## src/hdl/spx_pkg.sv

```systemverilog
// shared types and constants for the sprite run-length pixel expander
package spx_pkg;

    localparam int CMD_DEPTH = 4;
    localparam int CMD_PTR_W = $clog2(CMD_DEPTH);
    localparam int CMD_CNT_W = $clog2(CMD_DEPTH + 1);

    localparam logic [15:0] NEW_ROW_BIT = 16'h8000;
    localparam logic [15:0] SKIP_MASK   = 16'h7fff;

    typedef enum logic [1:0] {
        KIND_START  = 2'd0,
        KIND_HEADER = 2'd1,
        KIND_COLOUR = 2'd2,
        KIND_UNUSED = 2'd3
    } kind_t;

    typedef struct packed {
        kind_t       kind;
        logic        sprite_mode;
        logic [15:0] origin_x;
        logic [15:0] origin_y;
        logic [15:0] image_width;
        logic [15:0] image_height;
        logic        new_row;
        logic [14:0] skip_length;
        logic [15:0] run_length;
        logic [7:0]  colour;
        logic        start_empty;
        logic        header_end;
    } cmd_t;

    typedef struct packed {
        logic [15:0] x;
        logic [15:0] y;
        logic [7:0]  colour;
        logic        valid;
        logic        eos;
    } res_t;

endpackage

```

## src/hdl/spx_front.sv

```systemverilog
// front end: accepts input words and classifies them into commands
module spx_front (
    input  logic               push,
    input  logic               full,
    input  logic [1:0]         kind,
    input  logic               sprite_mode,
    input  logic signed [15:0] origin_x,
    input  logic signed [15:0] origin_y,
    input  logic [15:0]        image_width,
    input  logic [15:0]        image_height,
    input  logic               new_row,
    input  logic [14:0]        skip_length,
    input  logic [15:0]        run_length,
    input  logic [7:0]         colour,
    output logic               cmd_push,
    output spx_pkg::cmd_t      cmd
);
    import spx_pkg::*;

    kind_t kind_w;

    assign kind_w = kind_t'(kind);

    always_comb
    begin
        cmd              = '0;
        cmd.kind         = kind_w;
        cmd.sprite_mode  = sprite_mode;
        cmd.origin_x     = origin_x;
        cmd.origin_y     = origin_y;
        cmd.image_width  = image_width;
        cmd.image_height = image_height;
        cmd.new_row      = new_row;
        cmd.skip_length  = skip_length;
        cmd.run_length   = run_length;
        cmd.colour       = colour;
        // opaque start with nothing to draw ends at once
        cmd.start_empty  = !sprite_mode && (image_width == 16'd0 || image_height == 16'd0);
        // header with no row change and no skip, or an empty run, terminates
        cmd.header_end   = (!new_row && skip_length == 15'd0) || run_length == 16'd0;
    end

    // unused kind is dropped here, it never changes state
    always_comb
    begin
        case (kind_w)
            KIND_START, KIND_HEADER, KIND_COLOUR: cmd_push = push && !full;
            default:                              cmd_push = 1'b0;
        endcase
    end

endmodule

```

## src/hdl/spx_cmd_queue.sv

```systemverilog
// short command queue between front and back ends
module spx_cmd_queue (
    input  logic          clk,
    input  logic          rst_n,
    input  logic          wr_en,
    input  spx_pkg::cmd_t wr_data,
    input  logic          rd_en,
    output logic          rd_valid,
    output spx_pkg::cmd_t rd_data,
    output logic          full
);
    import spx_pkg::*;

    cmd_t                 mem_reg [CMD_DEPTH];
    logic [CMD_PTR_W-1:0] wr_ptr_reg, wr_ptr_next;
    logic [CMD_PTR_W-1:0] rd_ptr_reg, rd_ptr_next;
    logic [CMD_CNT_W-1:0] count_reg, count_next;
    logic                 do_wr, do_rd;

    assign full     = (count_reg == CMD_CNT_W'(CMD_DEPTH));
    assign rd_valid = (count_reg != '0);
    assign rd_data  = mem_reg[rd_ptr_reg];
    assign do_wr    = wr_en && !full;
    assign do_rd    = rd_en && rd_valid;

    always_comb
    begin
        wr_ptr_next = do_wr ? wr_ptr_reg + 1'b1 : wr_ptr_reg;
        rd_ptr_next = do_rd ? rd_ptr_reg + 1'b1 : rd_ptr_reg;
        count_next  = count_reg;
        if (do_wr && !do_rd)
        begin
            count_next = count_reg + 1'b1;
        end
        else if (!do_wr && do_rd)
        begin
            count_next = count_reg - 1'b1;
        end
    end

    always_ff @(posedge clk or negedge rst_n)
    begin
        if (!rst_n)
        begin
            wr_ptr_reg <= '0;
            rd_ptr_reg <= '0;
            count_reg  <= '0;
        end
        else
        begin
            wr_ptr_reg <= wr_ptr_next;
            rd_ptr_reg <= rd_ptr_next;
            count_reg  <= count_next;
        end
    end

    always_ff @(posedge clk)
    begin
        if (do_wr)
        begin
            mem_reg[wr_ptr_reg] <= wr_data;
        end
    end

endmodule

```

## src/hdl/spx_back.sv

```systemverilog
// back end: sprite cursor state, pixel generation and result queue
module spx_back (
    input  logic          clk,
    input  logic          rst_n,
    input  logic          cmd_valid,
    input  spx_pkg::cmd_t cmd,
    output logic          cmd_pop,
    input  logic          pop,
    output logic          empty,
    output spx_pkg::res_t res
);
    import spx_pkg::*;

    logic        active_reg, active_next;
    logic        transparent_reg, transparent_next;
    logic [15:0] cursor_x_reg, cursor_x_next;
    logic [15:0] cursor_y_reg, cursor_y_next;
    logic [15:0] row_start_x_reg, row_start_x_next;
    logic [15:0] row_width_reg, row_width_next;
    logic [15:0] row_total_reg, row_total_next;
    logic [15:0] column_count_reg, column_count_next;
    logic [15:0] row_count_reg, row_count_next;
    logic [15:0] run_remaining_reg, run_remaining_next;

    // two-entry result queue
    res_t        res_mem_reg [2];
    logic        res_wr_ptr_reg, res_rd_ptr_reg;
    logic [1:0]  res_count_reg, res_count_next;
    logic        res_full;
    logic        res_wr, res_rd;
    res_t        res_w;
    logic        emit;
    logic        go;

    logic [15:0] col_inc, row_inc, hdr_base_x;

    assign res_full = (res_count_reg == 2'd2);
    assign empty    = (res_count_reg == 2'd0);
    assign res      = res_mem_reg[res_rd_ptr_reg];
    assign go       = cmd_valid && !res_full;
    assign cmd_pop  = go;
    assign res_wr   = go && emit;
    assign res_rd   = pop && !empty;

    assign col_inc    = column_count_reg + 16'd1;
    assign row_inc    = row_count_reg + 16'd1;
    assign hdr_base_x = cmd.new_row ? row_start_x_reg : cursor_x_reg;

    always_comb
    begin
        active_next        = active_reg;
        transparent_next   = transparent_reg;
        cursor_x_next      = cursor_x_reg;
        cursor_y_next      = cursor_y_reg;
        row_start_x_next   = row_start_x_reg;
        row_width_next     = row_width_reg;
        row_total_next     = row_total_reg;
        column_count_next  = column_count_reg;
        row_count_next     = row_count_reg;
        run_remaining_next = run_remaining_reg;
        emit               = 1'b0;
        res_w              = '0;

        case (cmd.kind)
            KIND_START:
            begin
                transparent_next   = cmd.sprite_mode;
                cursor_x_next      = cmd.origin_x;
                cursor_y_next      = cmd.origin_y;
                row_start_x_next   = cmd.origin_x;
                row_width_next     = cmd.image_width;
                row_total_next     = cmd.image_height;
                column_count_next  = '0;
                row_count_next     = '0;
                run_remaining_next = '0;
                active_next        = !cmd.start_empty;
                if (cmd.start_empty)
                begin
                    emit      = 1'b1;
                    res_w.eos = 1'b1;
                end
            end
            KIND_HEADER:
            begin
                if (active_reg && transparent_reg)
                begin
                    run_remaining_next = '0;
                    if (cmd.header_end)
                    begin
                        active_next = 1'b0;
                        emit        = 1'b1;
                        res_w.eos   = 1'b1;
                    end
                    else
                    begin
                        cursor_x_next      = hdr_base_x + {1'b0, cmd.skip_length};
                        cursor_y_next      = cmd.new_row ? cursor_y_reg + 16'd1 : cursor_y_reg;
                        run_remaining_next = cmd.run_length;
                    end
                end
            end
            KIND_COLOUR:
            begin
                res_w.x      = cursor_x_reg;
                res_w.y      = cursor_y_reg;
                res_w.colour = cmd.colour;
                res_w.valid  = 1'b1;
                if (active_reg && transparent_reg)
                begin
                    if (run_remaining_reg != 16'd0)
                    begin
                        run_remaining_next = run_remaining_reg - 16'd1;
                        cursor_x_next      = cursor_x_reg + 16'd1;
                        emit               = 1'b1;
                    end
                end
                else if (active_reg)
                begin
                    emit              = 1'b1;
                    column_count_next = col_inc;
                    cursor_x_next     = cursor_x_reg + 16'd1;
                    // end of row: back to the left edge, one row down
                    if (col_inc == row_width_reg)
                    begin
                        column_count_next = '0;
                        cursor_x_next     = row_start_x_reg;
                        cursor_y_next     = cursor_y_reg + 16'd1;
                        row_count_next    = row_inc;
                        if (row_inc == row_total_reg)
                        begin
                            active_next = 1'b0;
                            res_w.eos   = 1'b1;
                        end
                    end
                end
            end
            default:
            begin
                emit = 1'b0;
            end
        endcase
    end

    always_comb
    begin
        res_count_next = res_count_reg;
        if (res_wr && !res_rd)
        begin
            res_count_next = res_count_reg + 2'd1;
        end
        else if (!res_wr && res_rd)
        begin
            res_count_next = res_count_reg - 2'd1;
        end
    end

    always_ff @(posedge clk or negedge rst_n)
    begin
        if (!rst_n)
        begin
            active_reg        <= 1'b0;
            transparent_reg   <= 1'b0;
            cursor_x_reg      <= '0;
            cursor_y_reg      <= '0;
            row_start_x_reg   <= '0;
            row_width_reg     <= '0;
            row_total_reg     <= '0;
            column_count_reg  <= '0;
            row_count_reg     <= '0;
            run_remaining_reg <= '0;
            res_wr_ptr_reg    <= 1'b0;
            res_rd_ptr_reg    <= 1'b0;
            res_count_reg     <= '0;
        end
        else
        begin
            if (go)
            begin
                active_reg        <= active_next;
                transparent_reg   <= transparent_next;
                cursor_x_reg      <= cursor_x_next;
                cursor_y_reg      <= cursor_y_next;
                row_start_x_reg   <= row_start_x_next;
                row_width_reg     <= row_width_next;
                row_total_reg     <= row_total_next;
                column_count_reg  <= column_count_next;
                row_count_reg     <= row_count_next;
                run_remaining_reg <= run_remaining_next;
            end
            if (res_wr)
            begin
                res_wr_ptr_reg <= !res_wr_ptr_reg;
            end
            if (res_rd)
            begin
                res_rd_ptr_reg <= !res_rd_ptr_reg;
            end
            res_count_reg <= res_count_next;
        end
    end

    always_ff @(posedge clk)
    begin
        if (res_wr)
        begin
            res_mem_reg[res_wr_ptr_reg] <= res_w;
        end
    end

endmodule

```

## src/hdl/sprite_run_length_pixel_expander.sv

```systemverilog
// Sprite run-length pixel expander, top level. Takes one word per clock when full is low and
// gives at most one result word per input word; a result reaches the ports by way of the command
// queue write of its input word and then one execute step in the back end, which writes it into
// the result queue, and only then can it be popped. The back end carries out one command per
// cycle while the result queue is not full, which sets the sustained rate of one word per cycle;
// the four-deep command queue and two-entry result queue let the input and output sides stall
// independently.
// Non-pixel results (pixel_valid low) are end-of-sprite markers with zero coordinates and colour.
module sprite_run_length_pixel_expander (
    input  logic               clk,
    input  logic               rst_n,
    input  logic               push,
    output logic               full,
    input  logic [1:0]         kind,
    input  logic               sprite_mode,
    input  logic signed [15:0] origin_x,
    input  logic signed [15:0] origin_y,
    input  logic [15:0]        image_width,
    input  logic [15:0]        image_height,
    input  logic               new_row,
    input  logic [14:0]        skip_length,
    input  logic [15:0]        run_length,
    input  logic [7:0]         colour,
    output logic               empty,
    input  logic               pop,
    output logic signed [15:0] pixel_x,
    output logic signed [15:0] pixel_y,
    output logic [7:0]         pixel_colour,
    output logic               pixel_valid,
    output logic               end_of_sprite
);
    import spx_pkg::*;

    cmd_t cmd_in, cmd_out;
    logic cmd_push, cmd_valid, cmd_pop;
    res_t res;

    spx_front u_front (
        .push         (push),
        .full         (full),
        .kind         (kind),
        .sprite_mode  (sprite_mode),
        .origin_x     (origin_x),
        .origin_y     (origin_y),
        .image_width  (image_width),
        .image_height (image_height),
        .new_row      (new_row),
        .skip_length  (skip_length),
        .run_length   (run_length),
        .colour       (colour),
        .cmd_push     (cmd_push),
        .cmd          (cmd_in)
    );

    spx_cmd_queue u_cmd_queue (
        .clk      (clk),
        .rst_n    (rst_n),
        .wr_en    (cmd_push),
        .wr_data  (cmd_in),
        .rd_en    (cmd_pop),
        .rd_valid (cmd_valid),
        .rd_data  (cmd_out),
        .full     (full)
    );

    spx_back u_back (
        .clk       (clk),
        .rst_n     (rst_n),
        .cmd_valid (cmd_valid),
        .cmd       (cmd_out),
        .cmd_pop   (cmd_pop),
        .pop       (pop),
        .empty     (empty),
        .res       (res)
    );

    assign pixel_x       = $signed(res.x);
    assign pixel_y       = $signed(res.y);
    assign pixel_colour  = res.colour;
    assign pixel_valid   = res.valid;
    assign end_of_sprite = res.eos;

endmodule

```

## config.mk

```make
export PLATFORM = sky130hd
export DESIGN_NAME = sprite_run_length_pixel_expander
export DESIGN_NICKNAME = d
export VERILOG_FILES = /design/src/hdl/spx_pkg.sv /design/src/hdl/spx_front.sv /design/src/hdl/spx_cmd_queue.sv /design/src/hdl/spx_back.sv /design/src/hdl/sprite_run_length_pixel_expander.sv
export SDC_FILE = /design/constraint.sdc
export NUM_CORES = 1
export LEC_CHECK = 0
export BUFFER_PORTS_ARGS = -buffer_cell sky130_fd_sc_hd__buf_2
export CORE_ASPECT_RATIO = 1.5
export CORE_MARGIN = 1
export CORE_UTILIZATION = 57
export CTS_BUF_LIST = sky130_fd_sc_hd__clkbuf_4 sky130_fd_sc_hd__clkbuf_8 sky130_fd_sc_hd__clkbuf_16
export CTS_CLUSTER_DIAMETER = 50
export DETAILED_ROUTE_END_ITERATION = 12
export PLACE_DENSITY = 0.76
export SYNTH_ARGS = -nofsm -noshare
export SYNTH_HDL_FRONTEND = slang
export SYNTH_SLANG_ARGS = --single-unit
```

## constraint.sdc

```tcl
create_clock -name clk -period 14.5 [get_ports clk]
set_clock_uncertainty 0.1 [all_clocks]
set_input_delay 2.9 -clock clk [delete_from_list [all_inputs] [get_ports clk]]
set_output_delay 2.9 -clock clk [all_outputs]
set_load 0.05 [all_outputs]
```

* After elaboration in Yosys (flattened, before gate mapping)
Memory sizes are Yosys's and may differ from the RTL's. Cells that the tools add are included.
Cells by class: divide/modulo/power cells 0, add/sub/neg operators 12, bitwise operators 0, mux-type cells 57, reductions and logical operators 48, eq/ne operators 19, shift operators 0, order comparisons 0, multiply operators 0
Operators by type and width (count):
- 2-to-1 mux 16 bit | 23
- one-hot mux 16 bit (3 select lines) | 3
- adder 16 x 1 -> 16 bit (second input constant) | 4
- one-hot mux 16 bit (2 select lines) | 2
- logical NOT 16 bit | 3
- 2-to-1 mux 41 bit | 1
- equality test 16 bit | 2
- 2-to-1 mux 1 bit | 21
- adder 16 x 15 -> 16 bit | 1
- nonzero test 16 bit | 1
- subtractor 16 x 1 -> 16 bit (second input constant) | 1
- logical NOT 15 bit | 1
- AND reduction 5 bit | 3
- logical AND 1 bit | 13
- logical NOT 1 bit | 12
- != test 2 x 1 -> 1 bit (second input constant) | 6
- one-hot mux 1 bit (3 select lines) | 3
- AND reduction 8 bit | 1
- adder 2 x 1 -> 2 bit (second input constant) | 3
- equality test 2 bit (second input constant) | 3
- logical NOT 2 bit | 3
- 2-to-1 mux 3 bit | 2
- != test 2 bit (second input constant) | 3
- AND reduction 6 bit | 1
- 14 further kinds | 20
Storage, ports and cells: word-level logic and storage cells 154, ROM bits 0, output and inout bits 44, latch bits 0, bits of input ports 111, bits in registers 141, memories kept 2, RAM bits 520
Memories:
- u_cmd_queue.mem_reg | words 4, bits a word 109, read ports 1, clocked after memory_dff 0, write ports 1, RTL line spx_cmd_queue.sv:14 | cmd_t mem_reg [CMD_DEPTH];
- u_back.res_mem_reg | words 2, bits a word 42, read ports 1, clocked after memory_dff 0, write ports 1, RTL line spx_back.sv:26 | res_t res_mem_reg [2];

* Longest topological paths before layout
depth in word-level cells 9, gate-level depth with buffers 15, mapped depth without buffers 13

* Hierarchy
A second synthesis with hierarchy kept.
Second synthesis, totals: cells, all modules 1971, area total of the unflattened synthesis 29938.7 um2
Modules (own cells, without submodules):
- spx_cmd_queue | cells each 604, sequential area each 13267.7 um2, area each 16135.5 um2, instances 1
- spx_back | cells each 1236, sequential area each 5875.6 um2, area each 12848.6 um2, instances 1
- spx_front | cells each 131, sequential area each 0.0 um2, area each 954.7 um2, instances 1

* Least setup slack after synthesis
No wires, ideal clock.
path type in2reg, from input kind[0], to memory u_cmd_queue.mem_reg[0][0] (netlist bit) (enable), buffers on the path 0, arrival 5.846 ns, library setup time 0.480 ns, stages 4, required time 13.920 ns, setup slack 8.073 ns, cell sequence nand2_1 nand2_1 nor2_1 and2_1
Between the ends: word-level cells in the longest chain between the ends 6, elaborated cells on any way between the ends 8, classes of those cells 2 x eq/ne; 3 x mux; 3 x reduce/logical
RTL lines:
- from (decl) | RTL line sprite_run_length_pixel_expander.sv:14 | input logic [1:0] kind,
- equality test 2 x 1 -> 1 bit (tied with other cells) | RTL line spx_front.sv:46 | case (kind_w)
- OR reduction 3 bit * | RTL line spx_front.sv:46
- 2-to-1 mux 1 bit * | RTL line spx_front.sv:46
- logical AND 1 bit * | RTL line spx_cmd_queue.sv:23 | assign do_wr = wr_en && !full;
- named net u_cmd_queue.do_wr | RTL line spx_cmd_queue.sv:18 | logic do_wr, do_rd;
- 2-to-1 mux 1 bit * | RTL line spx_cmd_queue.sv:59 | if (do_wr)
- 2-to-1 mux 1 bit (implied by the code) * | RTL line spx_cmd_queue.sv:61 | mem_reg[wr_ptr_reg] <= wr_data;
- to (decl) | RTL line spx_cmd_queue.sv:14
Mark *: on every way through the listed nets, which the timed path passes. The rest lies on a longest branch.

* Worst setup path in the final report
from register u_cmd_queue.rd_ptr_reg[0], to register u_back.cursor_x_reg[15]
Between the ends: word-level cells in the longest chain between the ends 6, elaborated cells on any way between the ends 15, classes of those cells 1 x add/sub; 6 x eq/ne; 4 x mux; 3 x reduce/logical; 1 x memory
RTL lines:
- from (decl) | RTL line spx_cmd_queue.sv:16 | logic [CMD_PTR_W-1:0] rd_ptr_reg, rd_ptr_next;
- from (signal assigned) | RTL line spx_cmd_queue.sv:52 | rd_ptr_reg <= rd_ptr_next;
- memory (4 x 109 bit) *
- 2-to-1 mux 16 bit | RTL line spx_back.sv:47 | assign hdr_base_x = cmd.new_row ? row_start_x_reg : cursor_x_reg;
- adder 16 x 15 -> 16 bit | RTL line spx_back.sv:96 | cursor_x_next = hdr_base_x + {1'b0, cmd.skip_length};
- 2-to-1 mux 16 bit | RTL line spx_back.sv:88 | if (cmd.header_end)
- 2-to-1 mux 16 bit | RTL line spx_back.sv:85 | if (active_reg && transparent_reg)
- one-hot mux 16 bit (3 select lines) | RTL line spx_back.sv:64 | case (cmd.kind)
- to (signal assigned) | RTL line spx_back.sv:181 | cursor_x_reg <= cursor_x_next;
- to (decl) | RTL line spx_back.sv:16 | logic [15:0] cursor_x_reg, cursor_x_next;
Mark *: on every way between the ends. The rest lies on a longest branch, timed or not. The select of a mux whose other input is x is not followed. A chain may end at the register's enable or synchronous reset.

==> summary.md <==
| Metric | Value |
|---|---|
| Core footprint | `0.0497 mm^2` |
| Max_cap viols | `0` |
| Max IR drop VDD | `0.140 mV` |
| P_int | `4.61 mW` |
| Ratio of cells with drive above 1 in the final layout | `0.264` |
| Max Root-Sink Buffers | `3` |
| Post-synth EDFFs | `520` |
| Dpl hpwl | `between 30000 and 40000 um` |
| Pwr Total | `about 7.3 mW` |
| Commonest non-fill, non-tap cell in the layout | `edfxtp_1` |
| Post-route core utilization | `0.645` |
| Post-cts sizing count | `0` |
| Net Sw Frac | `0.367` |
| Peak Freq | `around 0.18 GHz` |
| Leak pwr | `11.2 nW` |
| Hold_buf cts | `0` |
| GPL Wtd Cong | `0.854` |
| Status | `completed` |
| P_sw | `2.67 mW` |
| Area leader, netlist | `edfxtp_1` |
| Setup bufs post-CTS | `0` |
| Gr usage total | `0.243` |
| WP data required | `14.88 ns` |
| Clock sinks | `661` |
| Cell Area, Synth | `0.0287 mm^2` |
| Total global routing overflow | `0` |
| Final instance area | `approximately 0.032 mm^2` |
| Worst Hold Endpoint | `u_cmd_queue.count_reg[2]` |
| R2R cell count | `10` |
| Max FFs per register | `between 400 and 500` |
| Sequential group share of total power | `0.389` |
| Hold crit path type | `reg2reg` |
| DR WL/cell | `22.5 um` |
| Layout area overhead | `11.8%` |
| WHS | `0.399 ns` |
| TritonCTS buffer count | `58` |
| Main synth FF type | `edfxtp_1` |
| Clock network power share | `0.219` |
| Io pins | `155` |
| WL final | `60700 um` |
| Inst Count DP | `around 2600` |
| Hold Fails Final Rpt | `0` |
| Number of synthesized register bits | `roughly 660` |
| Root Driver | `clkbuf_16` |
| Clk slew on worst S/H paths | `0.07 ns` |
| Number of global-route vias before repair | `about 17000` |
| Kind of critical path | `reg2reg` |
| Via Count | `around 17000` |
| Final WS setup | `8.91 ns` |
| TritonCTS clock tree | `yes` |
| Ys async rst share | `0.213` |
| Starting DRC count in detailed routing | `roughly 1200` |
| Synth top area cells | `edfxtp_1, dfrtp_1, mux4_2` |
| Seq/Total Area, Yosys | `0.668` |
| WP data arrival | `5.97 ns` |
| Actual slew at the worst max-slew pin | `1.23 ns` |
| Non-filler cells, final | `2698` |
| Largest net degree at the start of global routing | `93` |
| Die area | `0.0512 mm^2` |
| Drt pass-1 iters | `6` |
| Pre-CTS setup slack | `~8.7 ns` |
| Yosys warning count | `0` |
| Hold Path Origin | `u_cmd_queue.count_reg[2]` |
| Row count | `100` |
| Synth unique cells | `75` |
| CP startpoint kind | `flip-flop` |
| Unrepaired setup endpoints after global routing | `false` |
| Pins Over Slew Limit | `0` |
| Nets@finish | `around 2100` |
| First-pass GRT wire length | `95200 um` |
| FF-to-FF End | `u_back.cursor_x_reg[15]` |
| Commonest non-fill, non-tap cells in the layout | `edfxtp_1, buf_2, dfrtp_1` |
| Share of the synthesized area in the top cell type | `0.545` |
| Via density | `6.12` |
| Chip width | `~190 um` |
| Period utilisation layout | `0.385` |
| Combinational power share | `0.392` |
| Clk Latency, worst-skew pair | `0.61 ns` |
| Post-route ant nets | `0` |
| Initial Utilization | `0.577` |
| Syn_nets | `just under 2000` |
| Avg Inst Size Synth | `15.5 um^2` |
| Hold path depth | `1` |
| Crit end category | `flip-flop` |
| Max transition margin | `0.179` |
| Setup TNS | `0 ns` |
| Tmin final | `5.59 ns` |
| Crit-path max FO | `45` |
| Final setup vio count | `0` |
| Gate Count Post-Synth | `around 1800` |
| H-tree depth | `2` |
| Worst R2R Start | `u_cmd_queue.rd_ptr_reg[0]` |
| DRC Markers | `0` |
| Die height | `277 um` |
| R2r setup slk | `8.91 ns` |
| Initial antenna violation count | `3` |
| Post-place instance area | `about 0.030 mm^2` |
| # port buffers | `roughly 150` |
| Pwr per Cell Area | `about 230 mW/mm^2` |
[Yosys cell counts, types with 6 or more instances]
master,instances
mux2_2,115
nor4_1,25
or3_1,9
a211oi_1,10
and3_1,12
nand2b_1,10
o21ai_0,84
a221oi_1,12
o41ai_1,13
buf_1,15
o21a_1,6
nand2_1,136
nand3_1,25
a21oi_1,54
a221o_1,10
xor2_1,24
clkbuf_1,67
a22oi_1,10
nand4_1,19
nor3_1,24
buf_2,9
ha_1,30
mux2i_1,9
and2_1,52
nor2_1,88
edfxtp_1,520
inv_1,29
o211ai_1,9
a31oi_1,10
mux4_2,109
o31ai_1,19
dfrtp_1,141
or2_2,6
xnor2_1,56
[power groups by stage]
stage / registers, mW / logic (mW) / clock network [mW]
floorplan: 2.72 / 2.25 / 0
global placement: 2.84 / 2.77 / 0
detailed placement: 2.87 / 2.85 / 0
CTS: 2.83 / 2.86 / 1.61
global route: 2.88 / 3.09 / 1.68
finish: 2.83 / 2.86 / 1.59
[cell type report]
cell class / count / area [um^2]
diodes: 3 / 7.51
clock buffers: 84 / 1690
fillers: 3477 / 17600
clock inverters: 26 / 318
inverters: 29 / 109
well taps: 663 / 830
repair buffers: 174 / 927
multi-input cells: 1058 / 9010
flip-flops and latches: 661 / 19200
[worst max-delay path by stage]
stage / from / end / slack (ns) / depth (start not counted)
global route: u_cmd_queue.rd_ptr_reg[0] / u_back.cursor_x_reg[15] / 8.43 / 11
floorplan: kind[0] / u_cmd_queue.mem_reg[0][0] / 8.07 / 4
finish: u_cmd_queue.rd_ptr_reg[0] / u_back.cursor_x_reg[15] / 8.91 / 10
global placement: kind[1] / u_cmd_queue.mem_reg[2][12] / 8.83 / 6
detailed placement: kind[0] / u_cmd_queue.mem_reg[2][37] / 8.73 / 6
CTS: u_cmd_queue.rd_ptr_reg[0] / u_back.cursor_x_reg[15] / 8.79 / 11
[worst max-delay path, cell delays in order (launching register included)]
cell,delay (ns)
dfrtp_4,0.78
buf_4,0.76
buf_4,0.82
mux4_2,0.64
ha_1,0.22
or3_1,0.38
o21ai_0,0.47
o21ai_0,0.32
or4_1,0.54
a31oi_1,0.21
a21oi_1,0.11
[cells by family (layout without fill, tap and decap cells)]
group                      count (synthesis)  in the layout  synth area share
buffers and inverters                    127            313            0.0185
adders and majority gates                 32             32            0.0145
muxes                                    234            234             0.134
AOI/OAI and AO/OA                        274            274            0.0633
other                                      0              3                 0
and+or+nand+nor                          438            438            0.0768
DFF                                      661            661             0.668
xor gates and xnor gates                  80             80            0.0245
[layer usage]
metal  GRT usage  part of all wire
met1       0.303              0.38
met2       0.437              0.54
met3      0.0295             0.048
met4      0.0812             0.028
met5           0           0.00058
No activity file was read; power rests on OpenSTA's default activity.
